**config.mk**
```make
export PLATFORM = sky130hd
export DESIGN_NAME = ksd_bind_ctrl
export DESIGN_NICKNAME = d
export VERILOG_FILES = /design/src/design/ksd_pkg.sv /design/src/design/ksd_bind_ctrl.sv
export SDC_FILE = /design/constraint.sdc
export NUM_CORES = 1
export LEC_CHECK = 0
export BUFFER_PORTS_ARGS = -buffer_cell sky130_fd_sc_hd__buf_4
export CORE_MARGIN = 2
export CORE_UTILIZATION = 47
export CTS_CLUSTER_DIAMETER = 50
export DETAILED_ROUTE_END_ITERATION = 10
export GPL_TIMING_DRIVEN = 0
export PLACE_DENSITY = 0.73
export SYNTH_ARGS = -nofsm -noshare
export SYNTH_HDL_FRONTEND = slang
export SYNTH_SLANG_ARGS = --single-unit
```
**constraint.sdc**
```tcl
create_clock -name clk_i -period 4.4 [get_ports clk_i]
set_clock_uncertainty 0.2 [all_clocks]
set_input_delay 0.88 -clock clk_i [delete_from_list [all_inputs] [get_ports clk_i]]
set_output_delay 0.88 -clock clk_i [all_outputs]
set_load 0.01 [all_outputs]
```
**src/design/ksd_pkg.sv**
```systemverilog
// shared types, constants and helpers for the keyword substitution decoder
`timescale 1ns / 1ps
`default_nettype none

package ksd_pkg;

  localparam int unsigned LETTERS = 26;
  localparam int unsigned POS_W   = 5;
  localparam int unsigned CHAR_W  = 8;

  localparam logic OP_KEY = 1'b0;
  localparam logic OP_MSG = 1'b1;

  localparam logic [CHAR_W-1:0] CHAR_LC_A = 8'h61;
  localparam logic [CHAR_W-1:0] CHAR_LC_Z = 8'h7a;
  localparam logic [CHAR_W-1:0] CHAR_UC_A = 8'h41;
  localparam logic [CHAR_W-1:0] CHAR_UC_Z = 8'h5a;

  typedef logic [POS_W-1:0] pos_t;

  typedef struct packed {
    logic is_letter;
    logic upper;
    pos_t idx;
  } letter_t;

  typedef struct packed {
    logic en;
    pos_t addr;
    pos_t data;
  } map_wr_t;

  function automatic letter_t classify(input logic [CHAR_W-1:0] c);
    letter_t       r;
    logic [CHAR_W-1:0] diff;
    r    = '0;
    diff = '0;
    if (c >= CHAR_LC_A && c <= CHAR_LC_Z) begin
      diff        = c - CHAR_LC_A;
      r.is_letter = 1'b1;
      r.upper     = 1'b0;
      r.idx       = diff[POS_W-1:0];
    end else if (c >= CHAR_UC_A && c <= CHAR_UC_Z) begin
      diff        = c - CHAR_UC_A;
      r.is_letter = 1'b1;
      r.upper     = 1'b1;
      r.idx       = diff[POS_W-1:0];
    end
    return r;
  endfunction

endpackage

`default_nettype wire

```
**src/design/ksd_bind_ctrl.sv**
```systemverilog
// binding tracker: assigned flags, next free position, table write generation
`timescale 1ns / 1ps
`default_nettype none

module ksd_bind_ctrl
  import ksd_pkg::*;
(
  input  wire logic              clk_i,
  input  wire logic              rst_ni,
  input  wire logic              accept_i,
  input  wire logic              op_i,
  input  wire logic [CHAR_W-1:0] char_i,
  output      letter_t           letter_o,
  output      logic              hit_o,
  output      map_wr_t           wr_o
);

  logic [LETTERS-1:0] assigned_q, assigned_d;
  pos_t               next_pos_q, next_pos_d;
  letter_t            lt;
  logic               bind_new;

  assign lt       = classify(char_i);
  assign hit_o    = lt.is_letter & assigned_q[lt.idx];
  assign letter_o = lt;
  assign bind_new = accept_i && (op_i == OP_KEY) && lt.is_letter && !assigned_q[lt.idx];

  always_comb begin
    assigned_d = assigned_q;
    next_pos_d = next_pos_q;
    wr_o.en    = bind_new;
    wr_o.addr  = lt.idx;
    wr_o.data  = next_pos_q;
    if (bind_new) begin
      assigned_d[lt.idx] = 1'b1;
      next_pos_d         = next_pos_q + pos_t'(1);
    end
  end

  always_ff @(posedge clk_i or negedge rst_ni) begin
    if (!rst_ni) begin
      assigned_q <= '0;
      next_pos_q <= '0;
    end else begin
      assigned_q <= assigned_d;
      next_pos_q <= next_pos_d;
    end
  end

endmodule

`default_nettype wire

```
==> flow_metrics.env <==
export IMPL_setup_violations=0
export IMPL_arrival_ns=3.23
export IMPL_synthesis_nets=183
export IMPL_post_route_util=0.627
export IMPL_num_rows=22
export IMPL_end_kind="output port"
export IMPL_cts_buffers=5
export IMPL_cts_tree="yes"
export IMPL_timing_fmax_ghz=0.232
export IMPL_final_max_slew_violation_count=0
export IMPL_grt_met3_usage=0.0562
export IMPL_cap_violations=0
export IMPL_crit_family="buffers and inverters"
export IMPL_cp_max_fo=9
export IMPL_clk_pin_slew_ns=0.06
export IMPL_hpwl_um=3070
export IMPL_synthFlopType="dfrtp_1"
export IMPL_yosys_warnings=0
export IMPL_cp_slowest_cell="or3b_4"
export IMPL_grt_pass1_vias=1485
export IMPL_grt_antenna_before_repair=0
export IMPL_rsz0062_at_grt="no"
export IMPL_drt_iter0_markers=96
export IMPL_crit_path_max_incr_delay_ns=0.42
export IMPL_status="finished clean"
export IMPL_ys_seq_elements=31
export IMPL_hold_viol_final=0
export IMPL_dp_cells=243
export IMPL_die_area_sq_um=4400
export IMPL_whs_ns=0.264
export IMPL_slew_headroom=0.449
export IMPL_synth_cells=167
export IMPL_required_ns=3.32
export IMPL_netlist_area_sq_um=1830
export IMPL_wl_per_cell_um=16.5
export IMPL_worst_pin_slew_ns=0.820
export IMPL_grt_usage=0.217
export IMPL_synth_enable_flop_cells=0
export IMPL_io_buffers=28
export IMPL_num_vias=1502
export IMPL_hold_buffers=0
export IMPL_min_period_ns=4.31
export IMPL_design_core_area_sq_um=3690
export IMPL_crit_type="in -> out"
export IMPL_met2_usage=0.361
export IMPL_initial_core_util=0.496
export IMPL_gp_congestion=0.894
export IMPL_num_nets_final=226
export IMPL_p_total_mw=0.699
export IMPL_top_usage_layer="met2"
export IMPL_drc=0
export IMPL_cts_sinks=31
export IMPL_power_density_nw_per_um2=302
export IMPL_io_pins=31
export IMPL_clock_root_buffer="clkbuf_8"
export IMPL_drive_gt1_frac=0.422
export IMPL_min_path_type="reg -> reg"
export IMPL_n_antenna_cell=0
export IMPL_postRouteAntennaNets=0
export IMPL_async_flop_share=1.00
export IMPL_finalCritPeriodShare=0.980
export IMPL_avgViaCountPerCell=5.80
export IMPL_firstDrtPassIters=4
export IMPL_yosysSeqAreaShare=0.424
export IMPL_grt_util_met1=0.272
export IMPL_htree_num_levels=2
export IMPL_routed_wl_um=4280
export IMPL_dieHeight_um=66.4
export IMPL_crit_buf_inv=8
export IMPL_cp_common_cell="buf_6"
export IMPL_startpoint_type="primary input"
export IMPL_cts_buffer_depth=2
export IMPL_synth_cell_types=48
export IMPL_grt_ovfl_total=0
export IMPL_leakage_nw=1.12
export IMPL_grt_max_degree=32
export IMPL_ir_drop_mv=0.233
export IMPL_fp_dieW_um=66.4
export IMPL_fin_cells=259
export IMPL_areaGrowthSynthToFinish_pct=26.6
export IMPL_syn_avg_cell_area_sq_um=10.9
export IMPL_path_cells="buf_6 > buf_8 > inv_6 > ha_4 > buf_6 > or3b_4 > o311ai_4 > buf_6 > a31oi_1 > a32oi_2 > a31oi_2 > buf_6 > buf_4 > buf_4"
export IMPL_grt_pass1_wl_um=7050
export IMPL_clk_latency_ns=0.28
logic make-up after synthesis:
group / synth area share
AO/OA/AOI/OAI: 0.196
adder cells (fa/ha/maj): 0.0274
XOR/XNOR: 0.0424
flip-flops: 0.424
buffers and inverters: 0.0808
multiplexers: 0.0910
AND/OR/NAND/NOR: 0.138
repair_timing:
item	4_1_cts	5_1_grt
hold endpoints to repair	0	0
pin swaps	3	3
setup endpoints to repair	12	1
cloned	0	0
setup buffers	3	8
gates resized for setup	12	2
power breakdown:
group / internal [mW] / switching [mW] / total, mW
clock: 0.110 / 0.104 / 0.214
sequential: 0.304 / 0.0196 / 0.324
combinational: 0.0792 / 0.0825 / 0.162
layout make-up:
class,instances,area [sq um]
Multi-Input combinational cell,109,941
Fill cell,316,1380
Inverter,8,35.0
Tap cell,48,60.1
Timing Repair Buffer,39,300
Clock inverter,2,12.5
Buffer,16,116
Clock buffer,6,72.6
Sequential cell,31,776
sequential cells by signal, indices dropped and copies added, names as in the netlist:
signal / flops
assigned_q: 26
next_pos_q: 5
stage by stage:
step | instance area, sq um | setup TNS [ns] | setup slack [ns]
after floorplan | 1830 | 0 | 0.0333
after CTS | 2240 | 0 | 0.0702
final | 2310 | 0 | 0.0898
after global placement | 2100 | -1.30 | -0.544
after global routing | 2310 | 0 | 0.0280
after detailed placement | 2100 | -1.68 | -0.551
cells in the mapped netlist (3+ instances only):
| cell | number | area [sq um] |
|---|---|---|
| a31o_1 | 13 | 114 |
| a31o_2 | 7 | 61.3 |
| a41o_1 | 3 | 30.0 |
| buf_2 | 7 | 35.0 |
| buf_4 | 8 | 60.1 |
| dfrtp_1 | 31 | 776 |
| ha_1 | 4 | 50.1 |
| inv_1 | 7 | 26.3 |
| mux4_2 | 5 | 113 |
| nand2_1 | 6 | 22.5 |
| nand3_1 | 5 | 25.0 |
| nand4_1 | 3 | 18.8 |
| nor2_1 | 14 | 52.6 |
| nor3_1 | 6 | 30.0 |
| xnor2_1 | 5 | 43.8 |
worst paths after layout:
check                         startpoint            end  slack [ns]  cells past startpoint
max                            char_i[0]       wr_o[10]        0.09                     14
min                        assigned_q[3]  assigned_q[3]        0.26                      1
max reg2reg                assigned_q[4]  next_pos_q[1]        1.87                      8
min reg2reg                assigned_q[3]  assigned_q[3]        0.26                      1
max in group asynchronous         rst_ni  assigned_q[3]        3.40                      1
min in group asynchronous         rst_ni  next_pos_q[0]        0.32                      1
layout by cell type (no fill, tap or decap), drive strengths merged:
master and instances:
a41o 3, a21oi 1, a21o 1, o311ai 1, inv 8, nand3b 1, mux2 3, nand4 3
and3 2, o21bai 2, dfrtp 31, clkinv 1, a31oi 2, a311o 1, xnor2 5, xor2 3
mux2i 2, a32oi 1, nand2b 1, o211ai 2, mux4 5, a31o 20, buf 55, or3 2
nor2 14, or2 1, and2 2, clkbuf 6, nor3 7, o22ai 1, nand2 7, nand3 5
and4b 1, o31ai 3, a211oi 1, ha 4, clkinvlp 1, nand4b 1, or3b 1
per-layer routing:
metal,wire (um),vias to the layer above
met3,323,7
li1,-,698
met1,1790,733
met5,0,-
met2,2110,64
met4,61,0
Power figures use the tool's default switching activity.
