File: src/design/ksd_pkg.sv
// shared types, constants and helpers for the keyword substitution decoder
`timescale 1ns / 1ps
`default_nettype none

package ksd_pkg;

  localparam int unsigned LETTERS = 26;
  localparam int unsigned POS_W   = 5;
  localparam int unsigned CHAR_W  = 8;

  localparam logic OP_KEY = 1'b0;
  localparam logic OP_MSG = 1'b1;

  localparam logic [CHAR_W-1:0] CHAR_LC_A = 8'h61;
  localparam logic [CHAR_W-1:0] CHAR_LC_Z = 8'h7a;
  localparam logic [CHAR_W-1:0] CHAR_UC_A = 8'h41;
  localparam logic [CHAR_W-1:0] CHAR_UC_Z = 8'h5a;

  typedef logic [POS_W-1:0] pos_t;

  typedef struct packed {
    logic is_letter;
    logic upper;
    pos_t idx;
  } letter_t;

  typedef struct packed {
    logic en;
    pos_t addr;
    pos_t data;
  } map_wr_t;

  function automatic letter_t classify(input logic [CHAR_W-1:0] c);
    letter_t       r;
    logic [CHAR_W-1:0] diff;
    r    = '0;
    diff = '0;
    if (c >= CHAR_LC_A && c <= CHAR_LC_Z) begin
      diff        = c - CHAR_LC_A;
      r.is_letter = 1'b1;
      r.upper     = 1'b0;
      r.idx       = diff[POS_W-1:0];
    end else if (c >= CHAR_UC_A && c <= CHAR_UC_Z) begin
      diff        = c - CHAR_UC_A;
      r.is_letter = 1'b1;
      r.upper     = 1'b1;
      r.idx       = diff[POS_W-1:0];
    end
    return r;
  endfunction

endpackage

`default_nettype wire

File: src/design/ksd_map_mem.sv
// substitution table: one write port, one read port with registered data
`timescale 1ns / 1ps
`default_nettype none

module ksd_map_mem
  import ksd_pkg::*;
(
  input  wire logic    clk_i,
  input  wire map_wr_t wr_i,
  input  wire logic    rd_en_i,
  input  wire pos_t    rd_addr_i,
  output      pos_t    rd_data_o
);

  pos_t mem_q [LETTERS];
  pos_t rd_data_q;

  always_ff @(posedge clk_i) begin
    if (wr_i.en) begin
      mem_q[wr_i.addr] <= wr_i.data;
    end
    if (rd_en_i) begin
      rd_data_q <= mem_q[rd_addr_i];
    end
  end

  assign rd_data_o = rd_data_q;

endmodule

`default_nettype wire

File: config.mk
export PLATFORM = sky130hd
export DESIGN_NAME = ksd_map_mem
export DESIGN_NICKNAME = d
export VERILOG_FILES = /design/src/design/ksd_pkg.sv /design/src/design/ksd_map_mem.sv
export SDC_FILE = /design/constraint.sdc
export NUM_CORES = 1
export LEC_CHECK = 0
export ABC_AREA = 1
export BUFFER_PORTS_ARGS = -buffer_cell sky130_fd_sc_hd__buf_4
export CELL_PAD_IN_SITES_DETAIL_PLACEMENT = 1
export CELL_PAD_IN_SITES_GLOBAL_PLACEMENT = 2
export CORE_MARGIN = 2
export CORE_UTILIZATION = 30
export CTS_CLUSTER_DIAMETER = 30
export DETAILED_ROUTE_END_ITERATION = 10
export GPL_TIMING_DRIVEN = 0
export PLACE_DENSITY = 0.65
export SYNTH_ARGS = -nofsm -noshare
export SYNTH_HDL_FRONTEND = slang
export SYNTH_SLANG_ARGS = --single-unit
File: constraint.sdc
create_clock -name clk_i -period 2.6 [get_ports clk_i]
set_input_delay 0.13 -clock clk_i [delete_from_list [all_inputs] [get_ports clk_i]]
set_output_delay 0.13 -clock clk_i [all_outputs]
set_load 0.01 [all_outputs]
==> results_dict.tcl, run 1 <==
set metrics [dict create \
    final_nets 575 \
    seqPwrFrac_pct 48.6 \
    yosysUniqueCellTypes 11 \
    setup_tns_ns 0 \
    startpoint_type "primary input" \
    portBuffers 21 \
    clk_pin_slew_ns 0.06 \
    netlist.area_leader.share_pct 71.0 \
    p_per_area_nw_per_um2 747 \
    wirelength_mm 15.1 \
    crit_buf_inv 3 \
    syn_to_final_growth_pct 17.6 \
    cp.required_ns 2.77 \
    die_w_um 142 \
    vias_per_cell 4.61 \
    mostFrequentLayoutCells "175 x nand2_1, 135 x edfxtp_1, 101 x nand3_1" \
    maxCapViolations 0 \
    ys_warn_count 0 \
    numCtsBuffers 17 \
    root_buffer "clkbuf_16" \
    crit_top_cell "nand2_1" \
    drtIter0Drc 228 \
    yosysTopAreaCell "edfxtp_1" \
    layout_commonest_cell "nand2_1" \
    ys_seq_elements 135 \
    syn-num-nets 534 \
    syn_inst 516 \
    rsz0062_at_grt "false" \
    pin_count 23 \
    ys_seq_area_share_pct 71.0 \
    ant_nets 0 \
    rows 50 \
    gr-total-overflow 0 \
    yosys-top-cells-area "edfxtp_1 71%, nand2_1 11%, nand3_1 8.8%" \
    fin_crit_sh_pct 49.6 \
    place_congestion 0.764 \
    slew_violations 0 \
    max_freq_mhz 775 \
    swShare_pct 21.7 \
    maxSlewHeadroom_pct 60.6 \
    cpPeakStageDelay_ns 0.42 \
    p_clk_share_pct 44.7 \
    grt_max_degree 27 \
    n_fill_cell 2057 \
    grt_antenna_before_repair 0 \
    synth.avg_cell_area_um2 11.1 \
    cts_max_level 4 \
    finalClockSkew_ns 0.00629 \
    hpwlAfterDp_mm 10.3 \
    final_area_um2 6720 \
    p_int_uw 3930 \
    grt.total_usage_pct 16.4 \
    routedWlPerCell_um 18.8 \
    slowest_stage "clkbuf_1" \
    criticalPathCategory "in2reg" \
    path_max_fanout 10 \
    final_util_pct 35.9 \
    vias 3703 \
    critical-path-top-delay-family "simple AND/OR/NAND/NOR gates" \
    clock-sinks 135 \
    grt_pass1_wl_mm 23.6 \
    place_area_um2 6160 \
    coreArea_um2 18700 \
    final_layout_size_suffix_gt1_share_pct 14.8 \
    status "completed" \
    first_global_vias 3960 \
    min_path_type "in2reg" \
    power_switching_uw 1090 \
    first_pass_iters 5 \
    finalSetupViolCount 0 \
    finalHoldViolations 0 \
    clkLatencyLatePin_ns 0.42 \
    leakage_uw 0.00258 \
    cts_max_path_buffers 2 \
    drc 0 \
    syn_area_um2 5710 \
    fin_crit_ns 1.29 \
    die_h_um 142 \
    tightest_slew_ns 0.589 \
    end_kind "register" \
    num_antenna_cells 0 \
    cp_data_arrival_time_ns 1.46 \
    initial_core_util_pct 30.5 \
    cts_tree "done" \
    die_area_um2 20200 \
    irDropWorstVdd_v 0.000476 \
    path_cells "buf_4 > inv_2 > clkbuf_1 > nand3_1 > nand3_1 > nand2_1 > nand2_1 > nand2_1 > nand2_1 > nand2_1" \
    power_frac_comb_pct 6.7 \
]
## cell usage after synthesis (all sizes together)
library cell / instances
nand3: 101
inv: 40
nand2: 175
nor2: 36
edfxtp: 135
clkbuf: 4
buf: 20
o21ai: 5
## worst min-delay path, cell delays in order
cell	delay (ns)
buf_4	0.11
nand2_1	0.05
nand2_1	0.06
## state kept, by name (all words and copies together), names as in the netlist
register / count
mem_q: 130
rd_data_o: 5
## worst paths after layout
| kind | from | endpoint | slack [ns] | depth (start not counted) |
|---|---|---|---|---|
| max | rd_addr_i[1] | rd_data_o[4] | 1.31 | 10 |
| min reg2reg | mem_q[25][4] | rd_data_o[4] | 0.65 | 4 |
| min | rd_addr_i[4] | rd_data_o[1] | 0.04 | 3 |
| max reg2reg | mem_q[10][4] | rd_data_o[4] | 1.32 | 8 |
## metrics by stage
stage	hold WS (ns)	setup WS, ns	power [uW]	cells
after detailed placement	0.381	0.878	2830	771
after floorplan	0.229	1.49	2660	516
after CTS	0.0304	1.32	5080	803
final	0.0440	1.31	5020	803
after global placement	0.376	0.906	2820	771
after global routing	0.0481	1.19	5210	803
## layout make-up
cell class              count  area [um^2]  share of cell area (%)
flip-flops and latches    135         4050                    60.3
clock inverters            10          106                    1.58
well taps                 234          293                    4.36
multi-input cells         317         1320                    19.7
plain buffers              24          186                    2.77
inverters                  40          150                    2.23
repair buffers             22          168                    2.49
clock buffers              21          440                    6.55
## power groups by stage
| stage | clock network (uW) | logic, uW | registers, uW |
|---|---|---|---|
| after floorplan | 0 | 175 | 2490 |
| after global placement | 0 | 337 | 2480 |
| after detailed placement | 0 | 342 | 2480 |
| after CTS | 2290 | 345 | 2440 |
| after global routing | 2400 | 379 | 2440 |
| final | 2240 | 337 | 2440 |
## per-layer routing
layer | GRT usage (%) | share of wire (%)
met5 | 0 | 0
met4 | 5.63 | 1.6
met3 | 3.47 | 2.5
met2 | 25.8 | 47
met1 | 22.6 | 49
## what timing repair did
action,in CTS,in global routing
hold buffers,1,0
setup endpoints to repair,0,0
endpoints found under the hold margin,5,0
buffers inserted,0,0
gates resized for setup,0,0
## kinds of logic (layout without fill, tap and decap cells)
family                 after synthesis  count (layout)  share of synthesized area (%)
AOI/OAI and AO/OA                    5               5                          0.438
buffers and inverters               64             117                           5.89
DFF                                135             135                           71.0
and+or+nand+nor                    312             312                           22.7
No activity file was read; power rests on OpenSTA's default activity.
==> run 2, diff against run 1 <==
--- a/config.mk
+++ b/config.mk
@@ -14,7 +14,7 @@
 export CTS_CLUSTER_DIAMETER = 30
 export DETAILED_ROUTE_END_ITERATION = 10
 export GPL_TIMING_DRIVEN = 0
-export PLACE_DENSITY = 0.65
+export PLACE_DENSITY = 0.68
 export SYNTH_ARGS = -nofsm -noshare
 export SYNTH_HDL_FRONTEND = slang
 export SYNTH_SLANG_ARGS = --single-unit
==> constraint.sdc (replaced) <==
create_clock -name clk_i -period 1.1 [get_ports clk_i]
set_input_delay 0.055 -clock clk_i [delete_from_list [all_inputs] [get_ports clk_i]]
set_output_delay 0.055 -clock clk_i [all_outputs]
set_load 0.01 [all_outputs]
==> run 2 against run 1 <==
Effect of this change: the run now ends with negative setup slack left; global-route usage shrank 0.073 points; die area is the same; cell count grew 0.37%; clock power grew to 2.5 times the previous value; sequential share of layout area shrank 2.5 points; flip-flop and latch count is the same; combinational power grew to 2.6 times the previous value; clock-buffer cell count shrank 4; register-to-register slack lost 1.5 ns; worst setup slack lost 1.5 ns; critical path depth shrank 2; utilization grew 1.5 points; largest power group unchanged.
==> results_dict.tcl, run 2 (synthesis gave the netlist of run 1 again) <==
set metrics [dict create \
    hpwlAfterDp_mm 10.4 \
    die_h_um 142 \
    num_antenna_cells 0 \
    finalClockSkew_ns 0.0118 \
    p_int_uw 9400 \
    clock-sinks 135 \
    wirelength_mm 15.3 \
    leakage_uw 0.00266 \
    first_global_vias 4150 \
    finalSetupViolCount 5 \
    rows 50 \
    min_to "rd_data_o[3]" \
    slew_violations 0 \
    r2r_start "mem_q[16][1]" \
    swShare_pct 23.7 \
    holdWs_ns 0.0694 \
    routedWlPerCell_um 19.0 \
    cts_max_path_buffers 2 \
    cts_max_level 4 \
    criticalPathCategory "reg2reg" \
    cp_data_arrival_time_ns 1.42 \
    initial_core_util_pct 30.5 \
    dpl_worst_slack_ns -0.576 \
    clkLatencyLatePin_ns 0.43 \
    portBuffers 21 \
    syn_to_final_growth_pct 22.6 \
    drc 0 \
    die_area_um2 20200 \
    max_freq_mhz 802 \
    postCtsSetupBuffers 0 \
    cts_tree "done" \
    grt_antenna_before_repair 0 \
    startpoint_type "register" \
    crit_top_cell "nand2_1" \
    grt_max_degree 27 \
    status "finished with violations" \
    layout_commonest_cell "nand2_1" \
    maxCapViolations 0 \
    coreArea_um2 18700 \
    seqPwrFrac_pct 46.7 \
    drtIter0Drc 207 \
    vias_per_cell 4.73 \
    maxSlewHeadroom_pct 53.9 \
    violations "negative setup slack" \
    hold_start "rd_addr_i[4]" \
    place_area_um2 6160 \
    path_cells "nand2_1 > nand2_1 > nand2_1 > nand3_1 > nand3_1 > nand2_1 > nand2_1 > nand2_1" \
    finalHoldViolations 0 \
    min_path_type "in2reg" \
    end_kind "register" \
    grt_pass1_wl_mm 23.8 \
    reg2reg_depth 8 \
    clk_pin_slew_ns 0.06 \
    grt.total_usage_pct 16.3 \
    power.total_uw 12300 \
    fin_crit_sh_pct 113 \
    irDropWorstVdd_v 0.000920 \
    mostFrequentLayoutCells "167 x nand2_1, 135 x edfxtp_1, 72 x nand3_1" \
    first_pass_iters 4 \
    power_frac_comb_pct 7.0 \
    top_register "mem_q" \
    slowest_stage "edfxtp_1" \
    place_congestion 0.792 \
    numCtsBuffers 17 \
    hold_depth 4 \
    cpPeakStageDelay_ns 0.36 \
    reg2reg_slack_ns -0.15 \
    p_per_area_nw_per_um2 1760 \
    dp_cells 771 \
    die_w_um 142 \
    p_clk_share_pct 46.3 \
    cp.required_ns 1.28 \
    ant_nets 0 \
    root_buffer "clkbuf_16" \
    r2r-end "rd_data_o[1]" \
    power_switching_uw 2930 \
    largest_register_ffs 130 \
    fin_cells 806 \
    vias 3813 \
    pin_count 23 \
    path_max_fanout 1 \
    final_layout_size_suffix_gt1_share_pct 25.0 \
    gr-total-overflow 0 \
    final_area_um2 7010 \
    setup_ws_ns -0.146 \
    fin_crit_ns 1.25 \
    final_nets 577 \
    rsz0062_at_grt "true" \
    tightest_slew_ns 0.692 \
]
## run 2: how the worst max path moves through the flow
stage / from / to / slack (ns)
6_report: mem_q[16][1] / rd_data_o[1] / -0.15
5_1_grt: mem_q[3][1] / rd_data_o[1] / -0.22
4_1_cts: mem_q[14][4] / rd_data_o[4] / -0.15
3_5_place_dp: wr_i[6] / mem_q[12][0] / -0.58
3_3_place_gp: wr_i[6] / mem_q[12][4] / -0.53
2_1_floorplan: rd_addr_i[2] / rd_data_o[0] / 0.06
## run 2: layer usage
| layer | wire length (um) | global-route usage (%) |
|---|---|---|
| met1 | 7080 | 20.9 |
| met2 | 7650 | 27.6 |
| met3 | 372 | 3.36 |
| met4 | 225 | 5.63 |
| met5 | 0 | 0 |
## run 2: critical path, delay by kind of cell, from the launching register on
| family | cells | cell delay (ns) |
|---|---|---|
| simple gates | 8 | 0.64 |
| flops | 1 | 0.36 |
## run 2: through the flow
stage	util, %	TNS (ns)
after global routing	37.5	-1.53
after floorplan	-	0
final	37.5	-0.638
after detailed placement	32.9	-54.36
after global placement	32.9	-50.15
after CTS	36.9	-1.72
## run 2: repair_timing
item | CTS | global route
pin swaps | 27 | 11
setup endpoints to repair | 55 | 47
hold endpoints to repair | 10 | 3
gates resized for setup | 36 | 20
gates cloned | 0 | 0
hold buffers | 1 | 2
## run 2: final cells by class
cell class | count | area (um^2)
Sequential cell | 135 | 4050
Buffer | 24 | 188
Multi-Input combinational cell | 317 | 1540
Tap cell | 234 | 293
Clock inverter | 15 | 168
Inverter | 40 | 150
Timing Repair Buffer | 24 | 188
Clock buffer | 17 | 425
Fill cell | 2005 | 11700
## run 2: power by group through the flow
stage / registers [uW] / clock network, uW / logic (uW)
finish: 5760 / 5700 / 862
global route: 5770 / 5970 / 961
CTS: 5760 / 5780 / 852
detailed placement: 5870 / 0 / 804
global placement: 5870 / 0 / 790
floorplan: 5880 / 0 / 414
